[src/hw/rtl/csim_pkg.sv]
`timescale 1ns / 1ps

package csim_pkg;

    // default build values
    localparam int ELEM_WIDTH_DEF = 16;
    localparam int MAX_LEN_DEF    = 1024;

    // result format, Q1.15
    localparam int SIM_W   = 16;
    localparam int BIT_W   = 4;
    localparam logic [SIM_W-1:0] SIM_MAX  = 16'h7fff;
    localparam logic [SIM_W-1:0] SIM_ZERO = 16'h0000;

    // operand pairing for the shared shift-add multiplier
    typedef enum logic [1:0] {
        SEL_NORM_PROD = 2'd0,
        SEL_DOT_SQ    = 2'd1,
        SEL_TRIAL     = 2'd2
    } t_mul_sel;

    // controller to datapath
    typedef struct packed {
        logic             acc_en;
        logic             mul_start;
        t_mul_sel         mul_sel;
        logic             mul_step;
        logic             cap_p;
        logic             cap_r;
        logic             q_clr;
        logic             sq;
        logic             q_upd;
        logic             load_res;
        logic [BIT_W-1:0] bit_idx;
    } t_ctrl_cmd;

    // datapath to controller
    typedef struct packed {
        logic mul_done;
        logic norm_zero;
        logic le;
    } t_dp_sts;

endpackage

[src/hw/rtl/csim_if.sv]
`timescale 1ns / 1ps

// element pair channel
interface csim_in_if #(
    parameter int ELEM_WIDTH = csim_pkg::ELEM_WIDTH_DEF
);
    logic                         valid;
    logic                         ready;
    logic signed [ELEM_WIDTH-1:0] elem_a;
    logic signed [ELEM_WIDTH-1:0] elem_b;
    logic                         last_pair;

    modport source (output valid, output elem_a, output elem_b, output last_pair,
                    input ready);
    modport sink   (input valid, input elem_a, input elem_b, input last_pair,
                    output ready);
endinterface

// similarity result channel
interface csim_out_if;
    logic                                valid;
    logic                                ready;
    logic signed [csim_pkg::SIM_W-1:0]   similarity;
    logic                                norm_zero;
    logic                                too_long;

    modport source (output valid, output similarity, output norm_zero, output too_long,
                    input ready);
    modport sink   (input valid, input similarity, input norm_zero, input too_long,
                    output ready);
endinterface

[src/hw/rtl/csim_ctrl.sv]
`timescale 1ns / 1ps

module csim_ctrl (
    input  logic                i_clk,
    input  logic                i_rst_n,
    input  logic                i_in_valid,
    input  logic                i_in_last,
    output logic                o_in_ready,
    input  logic                i_out_ready,
    output logic                o_out_valid,
    output csim_pkg::t_ctrl_cmd o_cmd,
    input  csim_pkg::t_dp_sts   i_sts
);

    typedef enum logic [2:0] {
        S_ACC,
        S_CHK,
        S_MP,
        S_MM,
        S_SQ,
        S_ST,
        S_ML,
        S_FIN
    } t_state;

    localparam logic [csim_pkg::BIT_W-1:0] BIT_TOP = 4'd15;

    t_state                       r_state, n_state;
    logic [csim_pkg::BIT_W-1:0]   r_bit, n_bit;
    logic                         r_out_valid, n_out_valid;
    logic                         in_xfer;

    assign o_in_ready  = (r_state == S_ACC);
    assign o_out_valid = r_out_valid;
    assign in_xfer     = i_in_valid && o_in_ready;

    // next state and commands
    always_comb begin
        n_state         = r_state;
        n_bit           = r_bit;
        n_out_valid     = r_out_valid;
        o_cmd           = '0;
        o_cmd.mul_sel   = csim_pkg::SEL_NORM_PROD;
        o_cmd.bit_idx   = r_bit;
        o_cmd.acc_en    = in_xfer;
        if (r_out_valid && i_out_ready) begin
            n_out_valid = 1'b0;
        end
        unique case (r_state)
            S_ACC: begin
                if (in_xfer && i_in_last) begin
                    n_state = S_CHK;
                end
            end
            S_CHK: begin
                if (i_sts.norm_zero) begin
                    n_state = S_FIN;
                end else begin
                    o_cmd.mul_start = 1'b1;
                    o_cmd.mul_sel   = csim_pkg::SEL_NORM_PROD;
                    n_state         = S_MP;
                end
            end
            S_MP: begin
                if (i_sts.mul_done) begin
                    o_cmd.cap_p     = 1'b1;
                    o_cmd.mul_start = 1'b1;
                    o_cmd.mul_sel   = csim_pkg::SEL_DOT_SQ;
                    n_state         = S_MM;
                end else begin
                    o_cmd.mul_step = 1'b1;
                end
            end
            S_MM: begin
                if (i_sts.mul_done) begin
                    o_cmd.cap_r = 1'b1;
                    o_cmd.q_clr = 1'b1;
                    n_bit       = BIT_TOP;
                    n_state     = S_SQ;
                end else begin
                    o_cmd.mul_step = 1'b1;
                end
            end
            S_SQ: begin
                o_cmd.sq = 1'b1;
                n_state  = S_ST;
            end
            S_ST: begin
                o_cmd.mul_start = 1'b1;
                o_cmd.mul_sel   = csim_pkg::SEL_TRIAL;
                n_state         = S_ML;
            end
            S_ML: begin
                if (i_sts.mul_done) begin
                    o_cmd.q_upd = 1'b1;
                    // full scale passing ends the search, else walk down the bits
                    if ((r_bit == '0) || ((r_bit == BIT_TOP) && i_sts.le)) begin
                        n_state = S_FIN;
                    end else begin
                        n_bit   = r_bit - 1'b1;
                        n_state = S_SQ;
                    end
                end else begin
                    o_cmd.mul_step = 1'b1;
                end
            end
            S_FIN: begin
                if (!r_out_valid || i_out_ready) begin
                    o_cmd.load_res = 1'b1;
                    n_out_valid    = 1'b1;
                    n_state        = S_ACC;
                end
            end
            default: begin
                n_state = S_ACC;
            end
        endcase
    end

    // state, bit index and output valid
    always_ff @(posedge i_clk) begin
        if (!i_rst_n) begin
            r_state     <= S_ACC;
            r_bit       <= '0;
            r_out_valid <= 1'b0;
        end else begin
            r_state     <= n_state;
            r_bit       <= n_bit;
            r_out_valid <= n_out_valid;
        end
    end

`ifndef SYNTHESIS
    a_last_stops_input: assert property (@(posedge i_clk) disable iff (!i_rst_n)
        (i_in_valid && o_in_ready && i_in_last) |=> !o_in_ready)
        else $error("input still ready after last pair");
    a_valid_from_fin: assert property (@(posedge i_clk) disable iff (!i_rst_n)
        $rose(r_out_valid) |-> $past(r_state == S_FIN))
        else $error("result raised outside finish state");
`endif

endmodule

[src/hw/rtl/csim_dp.sv]
`timescale 1ns / 1ps

module csim_dp #(
    parameter int ELEM_WIDTH = csim_pkg::ELEM_WIDTH_DEF,
    parameter int MAX_LEN    = csim_pkg::MAX_LEN_DEF
) (
    input  logic                                i_clk,
    input  logic                                i_rst_n,
    input  logic signed [ELEM_WIDTH-1:0]        i_elem_a,
    input  logic signed [ELEM_WIDTH-1:0]        i_elem_b,
    input  csim_pkg::t_ctrl_cmd                 i_cmd,
    output csim_pkg::t_dp_sts                   o_sts,
    output logic signed [csim_pkg::SIM_W-1:0]   o_similarity,
    output logic                                o_norm_zero,
    output logic                                o_too_long
);

    localparam int CNT_W  = $clog2(MAX_LEN + 1);
    localparam int PR_W   = 2 * ELEM_WIDTH;
    localparam int ACC_W  = (PR_W + CNT_W > 64) ? 64 : PR_W + CNT_W;
    localparam int SQ_W   = 2 * csim_pkg::SIM_W;
    localparam int Y_W    = (ACC_W > SQ_W) ? ACC_W : SQ_W;
    localparam int P_W    = 2 * ACC_W;
    localparam int M_W    = P_W + SQ_W;
    localparam logic [CNT_W-1:0] CNT_MAX = CNT_W'(MAX_LEN);

    // accumulators
    logic [ACC_W-1:0] r_dot, r_na, r_nb;
    logic [CNT_W-1:0] r_cnt;
    logic             r_ovf;

    // multiplier and search
    logic [M_W-1:0]             r_mx, r_macc, r_r;
    logic [Y_W-1:0]             r_my;
    logic [P_W-1:0]             r_p;
    logic [SQ_W-1:0]            r_s;
    logic [csim_pkg::SIM_W-1:0] r_q;

    // result
    logic [csim_pkg::SIM_W-1:0] r_sim;
    logic                       r_nz, r_too;

    logic signed [PR_W-1:0]     p_ab, p_aa, p_bb;
    logic [ACC_W-1:0]           mag;
    logic                       neg;
    logic [csim_pkg::SIM_W-1:0] trial, sim_val;
    logic                       le;

    assign p_ab  = i_elem_a * i_elem_b;
    assign p_aa  = i_elem_a * i_elem_a;
    assign p_bb  = i_elem_b * i_elem_b;
    assign neg   = r_dot[ACC_W-1];
    assign mag   = neg ? (ACC_W'(0) - r_dot) : r_dot;
    assign trial = r_q | (csim_pkg::SIM_W'(1) << i_cmd.bit_idx);
    assign le    = (r_macc <= r_r);

    assign o_sts.mul_done  = (r_my == '0);
    assign o_sts.norm_zero = (r_na == '0) || (r_nb == '0);
    assign o_sts.le        = le;

    // sums, pair count and drop flag
    always_ff @(posedge i_clk) begin
        if (!i_rst_n || i_cmd.load_res) begin
            r_dot <= '0;
            r_na  <= '0;
            r_nb  <= '0;
            r_cnt <= '0;
            r_ovf <= 1'b0;
        end else if (i_cmd.acc_en) begin
            if (r_cnt < CNT_MAX) begin
                r_dot <= r_dot + ACC_W'(p_ab);
                r_na  <= r_na + ACC_W'(p_aa);
                r_nb  <= r_nb + ACC_W'(p_bb);
                r_cnt <= r_cnt + 1'b1;
            end else begin
                r_ovf <= 1'b1;
            end
        end
    end

    // shift-add multiplier, one bit of the y operand per cycle
    always_ff @(posedge i_clk) begin
        if (i_cmd.mul_start) begin
            r_macc <= '0;
            unique case (i_cmd.mul_sel)
                csim_pkg::SEL_NORM_PROD: begin
                    r_mx <= M_W'(r_na);
                    r_my <= Y_W'(r_nb);
                end
                csim_pkg::SEL_DOT_SQ: begin
                    r_mx <= M_W'(mag);
                    r_my <= Y_W'(mag);
                end
                csim_pkg::SEL_TRIAL: begin
                    r_mx <= M_W'(r_p);
                    r_my <= Y_W'(r_s);
                end
                default: begin
                    r_mx <= '0;
                    r_my <= '0;
                end
            endcase
        end else if (i_cmd.mul_step) begin
            if (r_my[0]) begin
                r_macc <= r_macc + r_mx;
            end
            r_mx <= r_mx << 1;
            r_my <= r_my >> 1;
        end
    end

    // search operands: norm product, scaled dot square, trial square, quotient
    always_ff @(posedge i_clk) begin
        if (i_cmd.cap_p) begin
            r_p <= r_macc[P_W-1:0];
        end
        if (i_cmd.cap_r) begin
            r_r <= {r_macc[M_W-31:0], 30'd0};
        end
        if (i_cmd.sq) begin
            r_s <= trial * trial;
        end
        if (i_cmd.q_clr) begin
            r_q <= '0;
        end else if (i_cmd.q_upd && le) begin
            r_q <= trial;
        end
    end

    // signed, saturated result
    always_comb begin
        priority if (o_sts.norm_zero) begin
            sim_val = csim_pkg::SIM_ZERO;
        end else if (neg) begin
            sim_val = csim_pkg::SIM_ZERO - r_q;
        end else if (r_q[csim_pkg::SIM_W-1]) begin
            sim_val = csim_pkg::SIM_MAX;
        end else begin
            sim_val = r_q;
        end
    end

    always_ff @(posedge i_clk) begin
        if (i_cmd.load_res) begin
            r_sim <= sim_val;
            r_nz  <= o_sts.norm_zero;
            r_too <= r_ovf;
        end
    end

    assign o_similarity = r_sim;
    assign o_norm_zero  = r_nz;
    assign o_too_long   = r_too;

`ifndef SYNTHESIS
    a_cnt_bound: assert property (@(posedge i_clk) disable iff (!i_rst_n)
        r_cnt <= CNT_MAX)
        else $error("pair count beyond limit");
    a_ovf_full: assert property (@(posedge i_clk) disable iff (!i_rst_n)
        r_ovf |-> (r_cnt == CNT_MAX))
        else $error("drop flagged before vector was full");
`endif

endmodule

[src/hw/rtl/cosine_similarity_stream_unit.sv]
`timescale 1ns / 1ps
// element pairs: one transfer per cycle while accumulating, summed in the cycle accepted
// after the last pair the input stalls for the norm check and, for nonzero norms, a
// shift-add multiply per norm product and per dot square, then up to 16 trial steps, each
// a trial square and a shift-add multiply; the result sits in an output register, so
// the next vector streams in
// synchronous active-low reset clears sums, count, drop flag, controller and output valid
module cosine_similarity_stream_unit #(
    parameter int ELEM_WIDTH = csim_pkg::ELEM_WIDTH_DEF,
    parameter int MAX_LEN    = csim_pkg::MAX_LEN_DEF
) (
    input  logic          i_clk,
    input  logic          i_rst_n,
    csim_in_if.sink       i_pair,
    csim_out_if.source    o_res
);

    csim_pkg::t_ctrl_cmd cmd;
    csim_pkg::t_dp_sts   sts;

    // sequencing
    csim_ctrl u_ctrl (
        .i_clk       (i_clk),
        .i_rst_n     (i_rst_n),
        .i_in_valid  (i_pair.valid),
        .i_in_last   (i_pair.last_pair),
        .o_in_ready  (i_pair.ready),
        .i_out_ready (o_res.ready),
        .o_out_valid (o_res.valid),
        .o_cmd       (cmd),
        .i_sts       (sts)
    );

    // sums, multiplier and root search
    csim_dp #(
        .ELEM_WIDTH (ELEM_WIDTH),
        .MAX_LEN    (MAX_LEN)
    ) u_dp (
        .i_clk        (i_clk),
        .i_rst_n      (i_rst_n),
        .i_elem_a     (i_pair.elem_a),
        .i_elem_b     (i_pair.elem_b),
        .i_cmd        (cmd),
        .o_sts        (sts),
        .o_similarity (o_res.similarity),
        .o_norm_zero  (o_res.norm_zero),
        .o_too_long   (o_res.too_long)
    );

endmodule
[src/flat_wrapper.sv]
// flat-port wrapper written by rule: the top's interface ports become plain ports
module cosine_similarity_stream_unit_flat 
#(
    parameter int ELEM_WIDTH = csim_pkg::ELEM_WIDTH_DEF,
    parameter int MAX_LEN    = csim_pkg::MAX_LEN_DEF
)
  (i_clk, i_rst_n, i_pair_valid, i_pair_elem_a, i_pair_elem_b, i_pair_last_pair, i_pair_ready, o_res_valid, o_res_similarity, o_res_norm_zero, o_res_too_long, o_res_ready);
  csim_in_if #(.ELEM_WIDTH(ELEM_WIDTH)) i_pair_i ();
  csim_out_if o_res_i ();
  input  logic i_clk;
  input  logic i_rst_n;
  input wire logic [$bits(i_pair_i.valid)-1:0] i_pair_valid;
  input wire logic [$bits(i_pair_i.elem_a)-1:0] i_pair_elem_a;
  input wire logic [$bits(i_pair_i.elem_b)-1:0] i_pair_elem_b;
  input wire logic [$bits(i_pair_i.last_pair)-1:0] i_pair_last_pair;
  output wire logic [$bits(i_pair_i.ready)-1:0] i_pair_ready;
  output wire logic [$bits(o_res_i.valid)-1:0] o_res_valid;
  output wire logic [$bits(o_res_i.similarity)-1:0] o_res_similarity;
  output wire logic [$bits(o_res_i.norm_zero)-1:0] o_res_norm_zero;
  output wire logic [$bits(o_res_i.too_long)-1:0] o_res_too_long;
  input wire logic [$bits(o_res_i.ready)-1:0] o_res_ready;
  assign i_pair_i.valid = i_pair_valid;
  assign i_pair_i.elem_a = i_pair_elem_a;
  assign i_pair_i.elem_b = i_pair_elem_b;
  assign i_pair_i.last_pair = i_pair_last_pair;
  assign i_pair_ready = i_pair_i.ready;
  assign o_res_valid = o_res_i.valid;
  assign o_res_similarity = o_res_i.similarity;
  assign o_res_norm_zero = o_res_i.norm_zero;
  assign o_res_too_long = o_res_i.too_long;
  assign o_res_i.ready = o_res_ready;
  cosine_similarity_stream_unit #(.ELEM_WIDTH(ELEM_WIDTH), .MAX_LEN(MAX_LEN)) u_core (.i_clk(i_clk), .i_rst_n(i_rst_n), .i_pair(i_pair_i), .o_res(o_res_i));
endmodule
[config.mk]
export PLATFORM = sky130hd
export DESIGN_NAME = cosine_similarity_stream_unit_flat
export DESIGN_NICKNAME = d
export VERILOG_FILES = /design/src/hw/rtl/csim_pkg.sv /design/src/hw/rtl/csim_if.sv /design/src/hw/rtl/csim_ctrl.sv /design/src/hw/rtl/csim_dp.sv /design/src/hw/rtl/cosine_similarity_stream_unit.sv /design/src/flat_wrapper.sv
export SDC_FILE = /design/constraint.sdc
export NUM_CORES = 2
export LEC_CHECK = 0
export BUFFER_PORTS_ARGS = -buffer_cell sky130_fd_sc_hd__buf_2
export CAP_MARGIN = 0
export CORE_ASPECT_RATIO = 0.5
export CORE_MARGIN = 2
export CORE_UTILIZATION = 67
export DETAILED_ROUTE_END_ITERATION = 10
export GPL_ROUTABILITY_DRIVEN = 0
export PLACE_DENSITY_LB_ADDON = 0.3
export SKIP_LAST_GASP = 1
export SLEW_MARGIN = 40
export SYNTH_ARGS = -nofsm -noshare
export SYNTH_HDL_FRONTEND = slang
export SYNTH_SLANG_ARGS = --single-unit
[constraint.sdc]
create_clock -name i_clk -period 24.2 [get_ports i_clk]
set_input_delay 2.42 -clock i_clk [delete_from_list [all_inputs] [get_ports i_clk]]
set_output_delay 2.42 -clock i_clk [all_outputs]
set_load 0.01 [all_outputs]
### Word level (Yosys, flattened, before mapping)

Cells that the tools add are included.

| operators by class | value |
|---|---|
| $add $sub $neg | 8 |
| bitwise operators | 2 |
| shift-type cells | 1 |
| $mul | 4 |
| eq/ne operators | 16 |
| magnitude comparators | 2 |
| reductions and logical operators | 25 |
| mux-type cells | 37 |
| divide/modulo/power cells | 0 |

Operators with widths:

| kind | count |
|---|---|
| case mux 86 bit (3 select lines) | 1 |
| two-way mux 118 bit | 2 |
| adder 43 bit | 3 |
| zero test 43 bit | 3 |
| two-way mux 43 bit | 3 |
| case mux 43 bit (3 select lines) | 1 |
| multiplier 16 x 16 -> 32 bit | 4 |
| adder 118 bit | 1 |
| <= comparator 118 bit | 1 |
| subtractor 1 x 43 -> 43 bit (first input constant) | 1 |
| two-way mux 3 bit | 8 |
| case mux 3 bit (8 select lines) | 1 |
| two-way mux 16 bit | 1 |
| bitwise OR 16 bit | 1 |
| left shift 1 x 4 -> 16 bit (first input constant) | 1 |
| subtractor 1 x 16 -> 16 bit (first input constant) | 1 |
| two-way mux 15 bit | 1 |
| == test 3 bit (second input constant) | 4 |
| two-way mux 4 bit | 3 |
| adder 11 x 1 -> 11 bit (second input constant) | 1 |
| less-than comparator 11 bit (second input constant) | 1 |
| two-way mux 1 bit | 11 |
| case mux 3 bit (3 select lines) | 1 |
| != test 2 x 1 -> 1 bit (second input constant) | 4 |
| 21 further kinds | 36 |

| word-level totals | value |
|---|---|
| RAM bits | 0 |
| latch bits | 0 |
| ROM bits | 0 |
| output and inout port bits | 20 |
| register bits after elaboration | 668 |
| bits of input ports | 37 |
| memories kept | 0 |

### Longest topological paths before layout

| logic depth | value |
|---|---|
| depth after elaboration | 7 |
| gate-level depth with buffers | 41 |
| mapped depth without buffers | 41 |

### Modules after synthesis

Synthesis repeated with hierarchy kept, for this count alone.

| second synthesis, totals | value |
|---|---|
| cells, all modules | 8514 |
| area, all modules | 76190.6 sq um |

Modules (own cells, without submodules):

| module | cells each | area each (sq um) | times used |
|---|---|---|---|
| csim_dp | 8438 | 75623.8 | 1 |
| csim_ctrl | 76 | 566.8 | 1 |

### Worst setup path after synthesis

No wires, ideal clock.

| timing path | value |
|---|---|
| path kind | register to register |
| start | reg u_core.u_dp.r_nb[31] |
| end | reg u_core.u_dp.r_mx[0] (enable) |
| path buffers | 0 |
| setup slack | 11.504 ns |
| cell stages (with the launch flop) | 9 |
| arrival time | 11.816 ns |
| cell sequence | dfxtp_1 > nor4_1 > nand4_1 > nor2_1 > nand4_1 > o31ai_1 > nand2_1 > nor2_1 > nor3_1 |

| on the way | value |
|---|---|
| longest elaborated chain between the ends | 5 |

Ends and longest elaborated chain:

| item | RTL line | text |
|---|---|---|
| start: declaration | csim_dp.sv:28 | `logic [ACC_W-1:0] r_dot, r_na, r_nb;` |
| start signal: assignment | csim_dp.sv:73 | `r_nb <= r_nb + ACC_W'(p_bb);` |
| zero test 43 bit | csim_dp.sv:58 | `assign o_sts.norm_zero = (r_na == '0) \|\| (r_nb == '0);` |
| logical OR 1 bit | csim_dp.sv:58 |  |
| two-way mux 3 bit | csim_ctrl.sv:56 | `if (i_sts.norm_zero) begin` |
| case mux 3 bit (3 select lines) | csim_ctrl.sv:49 | `unique case (r_state)` |
| nonzero test 2 bit (no line) | n/a |  |
| end signal: assignment | csim_dp.sv:87 | `r_mx <= M_W'(r_na);` |
| end signal: assignment | csim_dp.sv:91 | `r_mx <= M_W'(mag);` |
| end signal: assignment | csim_dp.sv:95 | `r_mx <= M_W'(r_p);` |
| end: declaration | csim_dp.sv:33 | `logic [M_W-1:0] r_mx, r_macc, r_r;` |

Every way passes these cells.
A chain may end at the register's enable or synchronous reset.

### Final worst setup path

| timing path | value |
|---|---|
| start | in i_pair_elem_a[3] |
| end | reg u_core.u_dp.r_dot[42] |

| on the way | value |
|---|---|
| longest elaborated chain between the ends | 2 |

Ends and longest elaborated chain:

| item | RTL line | text |
|---|---|---|
| start: declaration | flat_wrapper.sv:13 | `input wire logic [$bits(i_pair_i.elem_a)-1:0] i_pair_elem_a;` |
| multiplier 16 x 16 -> 32 bit | csim_dp.sv:49 | `assign p_ab = i_elem_a * i_elem_b;` |
| adder 43 bit | csim_dp.sv:71 | `r_dot <= r_dot + ACC_W'(p_ab);` |
| end signal: assignment | csim_dp.sv:71 |  |
| end: declaration | csim_dp.sv:28 |  |

Every way passes these cells.

==> results by group <==
Clock network
  – Clock Path Buffers: 3
  – Hold_buf cts: 0
  – Clk pin slew, worst setup/hold paths: 0.07 ns
  – CTS H-Tree Depth: 3
  – Clk sinks: 667
  – Root Driver: clkbuf_16
  – CTS tree: built
  – Worst-skew pair later-pin latency: around 0.66 ns
  – Num CTS Buffers: 69
  – Post-CTS Resized: 0
  – Post-CTS Setup Repair Bufs: 0

Yosys
  – Top-area cell type share of the netlist area: 23.7%
  – EDFF count, synth: about 380
  – Mean area per synthesized cell: 8.96 sq um
  – Most frequent cell after synthesis: inv_1
  – Synth Area in XOR/XNOR: 4.73%
  – Post-synthesis compound-gate area fraction: 14.0%
  – Synthesis warning total: 0
  – Largest family of logic cells by synthesized area: adder cells
  – Most used DFF post-synth: edfxtp_1
  – Leading area contributor after synthesis: fa_1
  – Post-synth ARST share: 0%
  – Post-synthesis register bit count: around 670
  – Post-synthesis simple-gate area fraction: 14.3%
  – Yosys cell types: between 90 and 100
  – Largest cells by area after synthesis: fa_1 (24%), edfxtp_1 (15%), ha_1 (12%)
  – Net Count, Synth: about 10000
  – Post-synth top cells: inv_1 (1374), nand2_1 (911), fa_1 (894), ha_1 (718), nor2_1 (604)
  – Synthesized netlist cell count: 8441
  – Portion of netlist area occupied by mux cells: 0.0926%
  – Mapped cell area: approximately 0.076 sq mm
  – Sequential share of the synthesized area: 22.7%
  – Synth Area in Adders: 35.5%

Global route
  – First-pass GRT wire length: 315000 microns
  – Vias in the first global route: roughly 60000
  – GRT Total Usage: 33.8%
  – Initial antenna violation count: 2
  – Total congestion overflow: 0
  – Largest net degree at the start of global routing: 91

Die
  – Number of top-level pins: 57
  – DIE AREA: 0.116 sq mm
  – Floorplan row count: 87
  – Core Area: 0.112 sq mm
  – Die span in y: 242 microns
  – Starting Density: 67.4%
  – Die Width: 479 microns

STA
  – Final setup margin: 12.60 ns
  – Final Max Slew Viols: 0
  – RSZ-0062 raised after global routing: false
  – Tmin final: 11.60 ns
  – Period utilization: 48.0%
  – Final Hold Vio Count: 0
  – Worst relative slew slack: 41.1%
  – Clk_skew: about 0.040 ns
  – Worst-Margin Slew: between 0.8 and 0.9 ns
  – Final setup viols: 0
  – Setup_tns: 0 ns
  – Achievable Freq: 86.2 MHz

Job
  – Max_cap viols: 0

Placed design
  – Post-place setup slack: between 10 and 15 ns
  – DPL Wire Length: 148000 microns
  – Port bufs: 56

Drt
  – Avg WL per Cell: approximately 20 microns
  – Antenna Violating Nets Remaining: 0
  – Total Wirelength: 194000 microns
  – Detailed-route DRC error count: 2
  – Drt via density: 6.11
  – Initial DRT Pass Iterations: 11
  – DR vias: 60100
  – Initial DRC count: 5533

Final layout
  – Post-layout net count: 9926
  – Share of cells above drive strength 1: 3.70%
  – Multi-input logic area: approximately 0.052 sq mm
  – Synth-to-Final Area Change: 4.84%
  – Sequential cell area: 0.0172 sq mm
  – Fillcell total: 8459

Run status
  – Status: finished, violations left
  – Failing checks: design-rule violations

Critical path
  – Worst path required time: about 25 ns
  – Max FO, Critical Path: 28
  – Crit end category: flop
  – Crit path DAT: 12.14 ns
  – Crit path kind: primary input to flop
  – Crit-path max cell delay: 0.69 ns
  – Startpoint types: primary input
  – Critical path's slowest cell: clkinv_1

Worst hold path
  – Hold crit path type: flop to flop
[kinds of logic after synthesis]
kind of cell	Yosys count
buffers and inverters	1734
AO/OA/AOI/OAI	1652
flip-flops	667
multiplexers	7
adder cells (fa/ha/maj)	1612
XOR/XNOR	409
AND/OR/NAND/NOR	2360
[flip-flops by register name (all words and copies together), names as in the netlist, 11 cells and up]
register / cells
u_core.u_dp.r_cnt: 11
u_core.u_dp.r_my: 43
u_core.u_dp.r_dot: 43
u_core.u_dp.r_na: 43
u_core.u_dp.r_p: 86
u_core.u_dp.r_s: 31
u_core.u_dp.r_nb: 43
u_core.u_dp.r_r: 88
u_core.u_dp.r_mx: 118
u_core.u_dp.r_macc: 118
u_core.u_dp.o_similarity: 16
u_core.u_dp.r_q: 16
[area by class of cell]
class | count | area share [%]
Clock buffer | 92 | 2.47
Antenna cell | 2 | 0.00631
Sequential cell | 667 | 21.7
Tap cell | 1513 | 2.39
Inverter | 1391 | 6.58
Multi-Input combinational cell | 6040 | 65.6
Timing Repair Buffer | 108 | 0.940
Clock inverter | 33 | 0.325
[path summary, 6_finish.rpt]
check | from | end | slack, ns | cells past startpoint
worst max register to register | u_core.u_ctrl.r_bit[0]$_SDFFE_PN0P_ | u_core.u_dp.r_s[30]$_DFFE_PP_ | 16.23 | 27
worst max-delay path | i_pair_elem_a[3] | u_core.u_dp.r_dot[42]$_SDFFE_PP0P_ | 12.60 | 34
worst min-delay path | u_core.u_dp.r_ovf$_SDFFE_PP0P_ | u_core.u_dp.o_too_long$_DFFE_PP_ | 0.44 | 0
worst min register to register | u_core.u_dp.r_ovf$_SDFFE_PP0P_ | u_core.u_dp.o_too_long$_DFFE_PP_ | 0.44 | 0
[per-layer routing]
layer | part of all wire, % | global-route usage, % | vias to the layer above
li1 | - | - | 27600
met4 | 4.0 | 12.8 | 2
met5 | 0.0067 | 0 | -
met3 | 9.8 | 6.45 | 460
met2 | 45 | 52.4 | 2702
met1 | 41 | 47.4 | 29300
[critical path, delay by kind of cell]
family	cells	cell delay (ns)
and+or+nand+nor	4	1.10
buffers and inverters	7	1.51
xor gates and xnor gates	2	0.47
AOI/OAI and AO/OA	13	3.31
adders and majority gates	8	3.32
[per-stage QoR]
step	hold slack, ns	std cells	util (%)	area [sq um]
2_1_floorplan	0.409	8441	-	75700
3_3_place_gp	0.416	9715	68.5	77000
3_5_place_dp	0.418	9718	68.6	77100
4_1_cts	0.435	9843	70.6	79300
5_1_grt	0.455	9844	70.6	79300
6_report	0.437	9846	70.6	79300
[cell usage in the layout (no fill, tap or decap), drive strengths merged, types with 116 or more instances in the layout]
cell type,netlist,routed
a21o,203,203
a21oi,602,602
and2,196,196
dfxtp,283,283
edfxtp,384,384
fa,894,894
ha,718,718
inv,1378,1381
nand2,911,911
nand3,116,116
nor2,604,604
o21ai,273,273
xnor2,281,281
xor2,128,128
Power is not shown: default switching activity piles up to over one toggle a cycle in this logic, so the estimate is an artifact.
